File: config.mk
export PLATFORM = sky130hd
export DESIGN_NAME = utf8_stream_decoder
export DESIGN_NICKNAME = d
export VERILOG_FILES = /design/src/hdl/u8sd_pkg.sv /design/src/hdl/u8sd_ctrl.sv /design/src/hdl/u8sd_dpath.sv /design/src/hdl/utf8_stream_decoder.sv
export VERILOG_INCLUDE_DIRS = /design/src /design/src/hdl
export SDC_FILE = /design/constraint.sdc
export NUM_CORES = 1
export LEC_CHECK = 0
export BUFFER_PORTS_ARGS = -buffer_cell sky130_fd_sc_hd__buf_2
export CAP_MARGIN = 10
export CORE_UTILIZATION = 35
export DETAILED_ROUTE_END_ITERATION = 8
export GPL_ROUTABILITY_DRIVEN = 1
export PLACE_DENSITY = 0.54
export SYNTH_ARGS = -nofsm -noshare
export SYNTH_HDL_FRONTEND = slang
export SYNTH_HIERARCHICAL = 1
export SYNTH_SLANG_ARGS = --single-unit
File: constraint.sdc
create_clock -name i_clk -period 6.75 [get_ports i_clk]
set_clock_uncertainty 0.2 [all_clocks]
set_input_delay 0.3375 -clock i_clk [delete_from_list [all_inputs] [get_ports i_clk]]
set_output_delay 0.3375 -clock i_clk [all_outputs]
set_load 0.01 [all_outputs]
File: src/hdl/assert_macros.svh
// Assertion macros used by the decoder RTL.
// Include with the bare file name; each use stands on a line of its own.
`ifndef ASSERT_MACROS_SVH
`define ASSERT_MACROS_SVH

// The property must hold at every clock edge while reset is released.
`define ASSERT_CLK(label, clk, rst_n, prop, msg) \
    label: assert property (@(posedge clk) disable iff (!rst_n) (prop)) \
        else $error(msg);

// The expression must never be true at a clock edge while reset is released.
`define ASSERT_NEVER(label, clk, rst_n, expr, msg) \
    label: assert property (@(posedge clk) disable iff (!rst_n) !(expr)) \
        else $error(msg);

`endif

File: src/hdl/u8sd_pkg.sv
// Package for the UTF-8 stream decoder: channel word types, the control
// bundles between controller and datapath, constants and the lead-byte decoder.
// No dependencies.
`timescale 1ns / 1ps

package u8sd_pkg;

    // Input word: one raw byte plus the end-of-text flag.
    typedef struct packed {
        logic [7:0] data_byte;
        logic       is_final;
    } t_in_word;

    // Output word: one code point plus the end-of-run flag.
    typedef struct packed {
        logic [20:0] code_point;
        logic        last_of_run;
    } t_out_word;

    // Commands from the controller to the datapath.
    typedef struct packed {
        logic load;   // take the input word into the pending buffer
        logic step;   // commit one decode step and load the output register
    } t_dp_cmd;

    // Status from the datapath to the controller.
    typedef struct packed {
        logic emit;       // the current decode step yields a code point
        logic last;       // that code point ends the run for this byte
        logic slot_free;  // the output register can take a word this cycle
    } t_dp_status;

    localparam logic [20:0] ReplCp   = 21'h00FFFD;
    localparam logic [2:0]  BufDepth = 3'd4;
    localparam logic [1:0]  LastStep = 2'd3;

    // Sequence length announced by a lead byte: 1 for ASCII, 2 to 4 for
    // multi-byte leads, 0 for a byte that cannot start a sequence.
    function automatic logic [2:0] lead_len(input logic [7:0] b);
        logic [2:0] len;
        priority if (b < 8'h80) begin
            len = 3'd1;
        end else if ((b & 8'hE0) == 8'hC0) begin
            len = 3'd2;
        end else if ((b & 8'hF0) == 8'hE0) begin
            len = 3'd3;
        end else if ((b & 8'hF8) == 8'hF0) begin
            len = 3'd4;
        end else begin
            len = 3'd0;
        end
        return len;
    endfunction

endpackage

File: src/hdl/u8sd_ctrl.sv
// Controller of the UTF-8 stream decoder: takes input words and sequences
// the decode steps. Depends on u8sd_pkg.
`timescale 1ns / 1ps

module u8sd_ctrl
    import u8sd_pkg::*;
(
    input  logic       i_clk,
    input  logic       i_rst_n,
    input  logic       i_in_valid,
    output logic       o_in_ready,
    input  t_dp_status i_status,
    output t_dp_cmd    o_cmd
);

    typedef enum logic {
        S_IDLE,
        S_RUN
    } t_state;

    t_state r_state;
    logic   r_in_ready;

    // Commands: load on an accepted word, step when a result can be placed.
    always_comb begin
        o_cmd.load = i_in_valid && r_in_ready;
        o_cmd.step = (r_state == S_RUN) && i_status.emit && i_status.slot_free;
    end

    assign o_in_ready = r_in_ready;

    // State and registered ready.
    always_ff @(posedge i_clk) begin
        if (!i_rst_n) begin
            r_state    <= S_IDLE;
            r_in_ready <= 1'b1;
        end else begin
            unique case (r_state)
                S_IDLE: begin
                    if (i_in_valid) begin
                        r_state    <= S_RUN;
                        r_in_ready <= 1'b0;
                    end
                end
                S_RUN: begin
                    // Finish when the decode yields no result, or on the last result.
                    if (!i_status.emit || (i_status.slot_free && i_status.last)) begin
                        r_state    <= S_IDLE;
                        r_in_ready <= 1'b1;
                    end
                end
                default: begin
                    r_state    <= S_IDLE;
                    r_in_ready <= 1'b1;
                end
            endcase
        end
    end

endmodule

File: src/hdl/u8sd_dpath.sv
// Datapath of the UTF-8 stream decoder: pending byte buffer, one-step
// decoder, front shifter and output register. Depends on u8sd_pkg.
`timescale 1ns / 1ps

module u8sd_dpath
    import u8sd_pkg::*;
(
    input  logic       i_clk,
    input  logic       i_rst_n,
    input  t_dp_cmd    i_cmd,
    input  t_in_word   i_in_data,
    input  logic       i_out_ready,
    output t_dp_status o_status,
    output logic       o_out_valid,
    output t_out_word  o_out_data
);

    logic [7:0]  r_buf [4];
    logic [2:0]  r_cnt;
    logic        r_final;
    logic [1:0]  r_n;
    logic        r_out_valid;
    t_out_word   r_out_data;

    logic [7:0]  lead;
    logic [2:0]  len;
    logic        ok1, ok2, ok3;
    logic        emit;
    logic [20:0] cp;
    logic [2:0]  drop;
    logic [2:0]  rem_cnt;
    logic [7:0]  next_front;
    logic [2:0]  next_len;
    logic        next_stall;
    logic        last;
    logic [7:0]  shifted [4];

    // Decode the sequence at the front of the buffer.
    always_comb begin
        lead = r_buf[0];
        len  = lead_len(lead);
        ok1  = (r_buf[1][7:6] == 2'b10);
        ok2  = (r_buf[2][7:6] == 2'b10);
        ok3  = (r_buf[3][7:6] == 2'b10);
        emit = 1'b0;
        cp   = ReplCp;
        drop = 3'd1;
        priority if (r_cnt == 3'd0) begin
            emit = 1'b0;
        end else if (len == 3'd1) begin
            emit = 1'b1;
            cp   = {13'd0, lead};
        end else if (len == 3'd0) begin
            emit = 1'b1;
        end else if (len > r_cnt) begin
            // Short sequence: wait for more bytes unless the text has ended.
            emit = r_final;
        end else begin
            emit = 1'b1;
            priority if (!ok1) begin
                drop = 3'd1;
            end else if ((len >= 3'd3) && !ok2) begin
                drop = 3'd2;
            end else if ((len == 3'd4) && !ok3) begin
                drop = 3'd3;
            end else begin
                drop = len;
                unique case (len)
                    3'd2:    cp = {10'd0, lead[4:0], r_buf[1][5:0]};
                    3'd3:    cp = {5'd0, lead[3:0], r_buf[1][5:0], r_buf[2][5:0]};
                    default: cp = {lead[2:0], r_buf[1][5:0], r_buf[2][5:0],
                                   r_buf[3][5:0]};
                endcase
            end
        end
    end

    // Look ahead: does the run end after this step?
    always_comb begin
        rem_cnt = r_cnt - drop;
        unique case (drop)
            3'd1:    next_front = r_buf[1];
            3'd2:    next_front = r_buf[2];
            3'd3:    next_front = r_buf[3];
            default: next_front = r_buf[0];
        endcase
        next_len   = lead_len(next_front);
        next_stall = (next_len >= 3'd2) && (next_len > rem_cnt) && !r_final;
        last       = (rem_cnt == 3'd0) || (r_n == LastStep) || next_stall;
    end

    // Shift the buffer forward by the number of consumed bytes.
    always_comb begin
        shifted = r_buf;
        unique case (drop)
            3'd1: begin
                shifted[0] = r_buf[1];
                shifted[1] = r_buf[2];
                shifted[2] = r_buf[3];
            end
            3'd2: begin
                shifted[0] = r_buf[2];
                shifted[1] = r_buf[3];
            end
            3'd3: begin
                shifted[0] = r_buf[3];
            end
            default: begin
                shifted = r_buf;
            end
        endcase
    end

    always_comb begin
        o_status.emit      = emit;
        o_status.last      = last;
        o_status.slot_free = !r_out_valid || i_out_ready;
    end

    // Pending byte storage: append on load, shift on step.
    always_ff @(posedge i_clk) begin
        if (i_cmd.load && (r_cnt < BufDepth)) begin
            r_buf[r_cnt[1:0]] <= i_in_data.data_byte;
        end else if (i_cmd.step) begin
            r_buf <= shifted;
        end
    end

    // Control state of the datapath.
    always_ff @(posedge i_clk) begin
        if (!i_rst_n) begin
            r_cnt       <= 3'd0;
            r_final     <= 1'b0;
            r_n         <= 2'd0;
            r_out_valid <= 1'b0;
        end else begin
            if (i_cmd.load) begin
                if (r_cnt < BufDepth) begin
                    r_cnt <= r_cnt + 3'd1;
                end
                r_final <= i_in_data.is_final;
                r_n     <= 2'd0;
            end else if (i_cmd.step) begin
                r_cnt <= rem_cnt;
                r_n   <= r_n + 2'd1;
            end
            if (i_cmd.step) begin
                r_out_valid <= 1'b1;
            end else if (i_out_ready) begin
                r_out_valid <= 1'b0;
            end
        end
    end

    // Output word register.
    always_ff @(posedge i_clk) begin
        if (i_cmd.step) begin
            r_out_data.code_point  <= cp;
            r_out_data.last_of_run <= last;
        end
    end

    assign o_out_valid = r_out_valid;
    assign o_out_data  = r_out_data;

endmodule

File: src/hdl/utf8_stream_decoder.sv
// UTF-8 stream decoder: bytes in, code points out.
// Usage:
//   Input channel i_in_valid / o_in_ready carries one word: a byte of text
//   and is_final, set on the last byte of a text to flush pending bytes.
//   Output channel o_out_valid / i_out_ready carries one word per code point;
//   last_of_run marks the last code point caused by an input byte. A byte
//   that only extends an open sequence yields no output word.
//   An accepted byte enters the pending buffer; each decode step then loads
//   one code point into the output register. A byte yields 0 to 4 code
//   points, and the next byte is accepted only once its decode steps are
//   done. The single decode unit produces one code point per cycle into the
//   output register while the receiver takes the words.
//   A stalled receiver halts decoding; the next byte is still accepted
//   while the final word of the previous byte waits in the output register.
//   Reset (synchronous, active low) empties the pending buffer and the
//   output register; no clearing pass is needed.
// Depends on u8sd_pkg, u8sd_ctrl, u8sd_dpath and assert_macros.svh.
`timescale 1ns / 1ps

`include "assert_macros.svh"

module utf8_stream_decoder
    import u8sd_pkg::*;
(
    input  logic      i_clk,
    input  logic      i_rst_n,
    input  logic      i_in_valid,
    output logic      o_in_ready,
    input  t_in_word  i_in_data,
    output logic      o_out_valid,
    input  logic      i_out_ready,
    output t_out_word o_out_data
);

    t_dp_cmd    dp_cmd;
    t_dp_status dp_status;

    // Sequencer.
    u8sd_ctrl u_ctrl (
        .i_clk      (i_clk),
        .i_rst_n    (i_rst_n),
        .i_in_valid (i_in_valid),
        .o_in_ready (o_in_ready),
        .i_status   (dp_status),
        .o_cmd      (dp_cmd)
    );

    // Buffer, decoder and output register.
    u8sd_dpath u_dpath (
        .i_clk       (i_clk),
        .i_rst_n     (i_rst_n),
        .i_cmd       (dp_cmd),
        .i_in_data   (i_in_data),
        .i_out_ready (i_out_ready),
        .o_status    (dp_status),
        .o_out_valid (o_out_valid),
        .o_out_data  (o_out_data)
    );

    // A result word never overwrites one the receiver has not taken.
    `ASSERT_NEVER(a_no_overwrite, i_clk, i_rst_n,
        dp_cmd.step && o_out_valid && !i_out_ready,
        "decode step overwrote a pending output word")
    // Ready is low in the cycle after a word is taken.
    `ASSERT_CLK(a_busy_after_load, i_clk, i_rst_n,
        (i_in_valid && o_in_ready) |=> !o_in_ready,
        "input ready stayed high after a word was accepted")
    // The last result of a run returns the decoder to accepting input.
    `ASSERT_CLK(a_last_frees, i_clk, i_rst_n,
        (dp_cmd.step && dp_status.last) |=> (o_in_ready && o_out_valid && o_out_data.last_of_run),
        "last result of a run did not release the input")

endmodule
---- After elaboration in Yosys (flattened, before gate mapping) ----
Index checks and enable logic that the tools add are counted.
word-level totals
  register bits ........................... 63
  input port bits ......................... 13
  output and inout port bits .............. 24
  logic and storage cells ................. 127
cells by class
  order comparisons ....................... 9
  reduce and logical (&&, ||, !) cells .... 33
  multiplexer cells ....................... 45
  equality and inequality tests ........... 20
  bitwise operators ....................... 4
  add/subtract/negate cells ............... 3
operators with widths
  cell                count
  $mux 16             6
  $mux 32             2
  $mux 3              18
  $pmux 21 s2         1
  $bwmux 32           1
  $pmux 8 s3          1
  $demux 8 s2         1
  $lt 8x8->1 const B  2
  $mux 8              2
  $pmux 8 s2          1
  $eq 3x2->1 const B  4
  $eq 5x5->1 const B  2
  $logic_and 1x1->1   10
  $mux 1              10
  $eq 3x3->1 const B  3
  $logic_not 3->1     3
  $eq 2x2->1 const B  4
  $eq 4x4->1 const B  2
  $reduce_and 2->1    4
  $reduce_bool 2->1   4
  $reduce_or 7->1     1
  $eq 3x1->1 const B  2
  $ge 3x2->1 const B  2
  $gt 3x3->1          2
  14 further kinds    26

---- Logic depth before layout (Yosys ltp) ----
  depth after elaboration ................. 29
  mapped depth ............................ 21
  depth with buffers taken out ............ 17

---- Modules after synthesis ----
The synthesis kept the hierarchy.
by module, submodules not included
  module      seq. area each (um^2)  area an instance (um^2)  instances  cells each
  u8sd_dpath  1761.7                 3998.8                   1          422
  u8sd_ctrl   40.0                   100.1                    1          10

---- Worst setup path before layout ----
No wires, ideal clock.
  path kind ............................... register to register
  start point ............................. register u_dpath.r_buf, in the netlist u_dpath/lead[4]
  end point ............................... register u_ctrl.r_in_ready (netlist: u_ctrl/o_in_ready)
  setup time .............................. 0.122 ns
  cell stages (with the launch flop) ...... 21
  data required time ...................... 6.428 ns
  slack ................................... 1.957 ns
  path buffers ............................ 4
  clock period less this slack ............ 4.793 ns
  arrival ................................. 4.471 ns
  path through ............................ edfxtp_1 -> clkbuf_1 -> clkbuf_1 -> a21oi_1 -> ha_1 -> nand3_2 -> a2111oi_4 -> and3_1 -> buf_2 -> nand2_1 -> ha_1 -> fa_1 -> xor2_1 -> xnor2_1 -> ha_1 -> o21a_1 -> o21ai_0 -> o41ai_2 -> buf_4 -> a21bo_1 -> a221o_1
on the way
  word-level cells in the longest chain between the ends .. 29
  elaborated cells between the ends (all ways) .. 50
  those cells by class .................... add/sub (1); order compare (6); eq/ne (11); mux (20); reduce/logical (12)
RTL lines
  what                                                                 line               source
  from (decl)                                                          u8sd_dpath.sv:18   logic [7:0] r_buf [4];
  from (signal, indexed assignment)                                    u8sd_dpath.sv:123  r_buf[r_cnt[1:0]] <= i_in_data.data_byte;
  from (signal assigned)                                               u8sd_dpath.sv:125  r_buf <= shifted;
  parallel branches: the longest is 24 deep, another holds $lt 8x8->1  n/a
  $logic_or 1x1->1 (*)                                                 u8sd_dpath.sv:89   last = (rem_cnt == 3'd0) || (r_n == LastStep) || next_stall;
  named net u_dpath.last                                               u8sd_dpath.sv:35   logic last;
  $logic_and 1x1->1 (*)                                                u8sd_ctrl.sv:47    if (!i_status.emit || (i_status.slot_free && i_status.last)) begin
  $logic_or 1x1->1 (*)                                                 u8sd_ctrl.sv:47
  $ne 2x2->1 (no source line) (*)                                      n/a
  $reduce_and 2->1 (no source line) (*)                                n/a
  to (signal assigned)                                                 u8sd_ctrl.sv:42    r_in_ready <= 1'b0;
  to (signal assigned)                                                 u8sd_ctrl.sv:49    r_in_ready <= 1'b1;
  to (signal assigned)                                                 u8sd_ctrl.sv:54    r_in_ready <= 1'b1;
  to (decl)                                                            u8sd_ctrl.sv:22    logic r_in_ready;
Mark *: on every way through the listed nets, which the timed path passes.
A chain may end at the register's enable or synchronous reset.

==> results.yml <==
synth:
  netlist_instances: 432
  synth_xor_area_share_pct: 0.641
  synth_top_family_by_area: "compound AO/OA/AOI/OAI gates"
  muxShareOfSynthArea_pct: 3.51
  synth-async-reset-ratio_pct: 0
  synth_nets: 458
  synthFlopType: "edfxtp_1"
  synth-seq-area-share_pct: 44.0
  synth_edf_count: 54
  synthSimpleGateAreaFrac_pct: 20.7
  ys_warn_count: 6
  netlist_area_sq_um: 4100
  ys_types: 65
  synth-compound-area-share_pct: 22.3
  yosys.area_share.adder_pct: 4.15
  yosys_register_bits: 63
  syn_area_per_cell_sq_um: 9.49
power:
  ir_drop_v: 0.000104
  p_per_area_nw_per_um2: 304
  power_leakage_nw: 1.72
clock_network:
  cts_tree: "built"
  cts_setup_buffers: 0
  cts.sinks: 63
  cts.clk_slew.worst_paths_ns: 0.06
  root_buffer: "clkbuf_16"
  cts_buffers: 9
  postCtsHoldBufs: 0
  post_cts_resized: 0
  clk_path_buf_depth: 2
  htreeDepth: 3
  clk-insertion-delay-late_ns: 0.33
setup_path:
  path_max_fanout: 40
  start_kind: "flip-flop"
  critPathKind: "reg -> reg"
  cp-end-kind: "flip-flop"
  cp_data_arrival_time_ns: 5.46
  required_ns: 6.76
final_layout:
  stdcell_area_sq_um: 4630
  area_growth_pct: 12.9
  seq_area_sq_um: 1800
  fillers: 1150
  utilization_pct: 40.5
  nets: 474
  layout_common_cells: "edfxtp_1 (54), nand2_1 (50), buf_2 (36)"
  final_common_cell: "edfxtp_1"
  multi_input_area_sq_um: 2110
  n_antenna_cell: 0
  drive_gt1_share_pct: 15.9
timing:
  timing.fmax_mhz: 184
  hold_viol: 0
  slew_headroom_pct: 26.1
  tightest_slew_ns: 1.11
  finalWorstSetupSlack_ns: 1.30
  final.period_utilization_pct: 80.7
  rsz0062_at_grt: "false"
  maxSlewViolCount: 0
  period_needed_ns: 5.45
  hold_slack_ns: 0.0740
  setup_violations: 0
  finalSetupTns_ns: 0
die:
  ios: 37
  rows: 39
  die_w_um: 110
  start_util_pct: 35.9
  die_y_um: 110
  die-area_sq_um: 12100
  core_area_sq_um: 11400
drt:
  first_iter_violations: 224
  vias_per_cell: 5.68
  via_count: 3386
  drcViolationCount: 0
  first_pass_iters: 7
  finalWirelength_mm: 10.5
  detail-route-antenna-nets: 0
  wl_per_cell_um: 17.6
flow_run:
  max_cap_violations: 0
hold_path:
  hold_class: "in -> reg"
global_routing:
  grt_pass1_wl_mm: 16.9
  grt_max_degree: 45
  grt_pass1_vias: 3165
  antenna_found_initial: 0
  grt_remaining_overflow: 0
  grt_usage_pct: 18.4
run_status:
  outcome: "complete, no violations"
place:
  dp_hpwl_mm: 7.74
  gp_congestion: 0.947
  post-place-ws_ns: 1.36
  port-buffer-count: 36
  place_area_sq_um: 4340
## metrics by stage
step / cells / power, mW
3_5_place_dp: 580 / 0.958
2_1_floorplan: 432 / 0.854
5_1_grt: 596 / 1.49
3_3_place_gp: 580 / 0.947
4_1_cts: 596 / 1.41
6_report: 596 / 1.41
## flip-flops by register name (all words and copies together), names as in the netlist
| register | flops |
|---|---|
| u_dpath/lead | 8 |
| u_ctrl/r_state | 1 |
| u_dpath/o_out_valid | 1 |
| u_dpath/r_buf | 24 |
| u_dpath/r_n | 2 |
| u_dpath/r_final | 1 |
| u_dpath/r_cnt | 3 |
| u_ctrl/o_in_ready | 1 |
| u_dpath/o_out_data | 22 |
## cells in the mapped netlist, types with 3 or more instances
master    number  area (sq um)
edfxtp_1      54          1620
nand2_1       50           188
a21oi_1       29           145
clkbuf_1      27           101
nand3_1       26           130
o21ai_0       26           130
nand2b_1      25           156
and3_1        17           106
ha_1          12           150
o21ai_1       12          60.1
inv_1         11          41.3
mux2i_1       11           110
o22ai_1       11          68.8
o31ai_1       10          75.1
dfxtp_1        9           180
nor2_1         9          33.8
nor2b_1        7          43.8
nor3_1         7          35.0
a31oi_1        6          37.5
o21a_1         6          45.0
a22o_1         5          43.8
a221oi_1       3          26.3
and2_1         3          18.8
buf_4          3          22.5
mux2_2         3          33.8
## kinds of logic (layout without fill, tap and decap cells)
| logic type | Yosys count | count (layout) |
|---|---|---|
| AO/OA/AOI/OAI | 134 | 134 |
| XOR/XNOR | 3 | 3 |
| multiplexers | 14 | 14 |
| AND/OR/NAND/NOR | 159 | 159 |
| buffers and inverters | 46 | 67 |
| flip-flops | 63 | 63 |
| adder cells (fa/ha/maj) | 13 | 13 |
## per-layer routing
layer  wire length (um)  global-route usage (%)  share of wire, %
met1               5080                    26.6                49
met3                634                    2.53               6.1
met5                  0                       0                 0
met4                191                    6.86               1.8
met2               4560                    27.8                44
## power by group
group / internal [mW] / switching (mW) / leakage, nW
logic: 0.151 / 0.254 / 1.00
clock network: 0.286 / 0.169 / 0.136
registers: 0.488 / 0.0600 / 0.583
## layout make-up
class                   instances  share of cell area (%)
well taps                     143                    3.86
multi-input cells             323                    45.5
clock buffers                  11                    5.03
inverters                      11                   0.892
flip-flops and latches         63                    38.9
repair buffers                 40                    4.54
clock inverters                 5                    1.27
## final timing paths
| path | start | to | slack, ns | cells after the start |
|---|---|---|---|---|
| worst max-delay path | u_dpath/lead[4]$_DFFE_PP_ | u_ctrl/o_in_ready$_SDFFE_PN1P_ | 1.30 | 17 |
| worst min-delay path | i_in_data[0] | u_dpath/r_final$_SDFFE_PN0P_ | 0.07 | 3 |
| worst max register to register | u_dpath/lead[4]$_DFFE_PP_ | u_ctrl/o_in_ready$_SDFFE_PN1P_ | 1.30 | 17 |
| worst min register to register | u_ctrl/r_state$_SDFF_PN0_ | u_ctrl/r_state$_SDFF_PN0_ | 0.30 | 2 |
## critical path, cell delays in order, from the launching register on
cell and delay [ns]:
edfxtp_1 1.08, nand2_1 0.24, nor3_2 0.26, ha_1 0.24
nand3_2 0.13, a2111oi_4 0.44, and3_1 0.41, nand2_1 0.11
ha_1 0.21, fa_1 0.37, xor2_1 0.16, xnor2_1 0.28
ha_1 0.30, o21a_1 0.11, o21ai_0 0.18, o41ai_2 0.10
a21bo_1 0.22, a221o_1 0.28
Power figures use the tool's default switching activity.
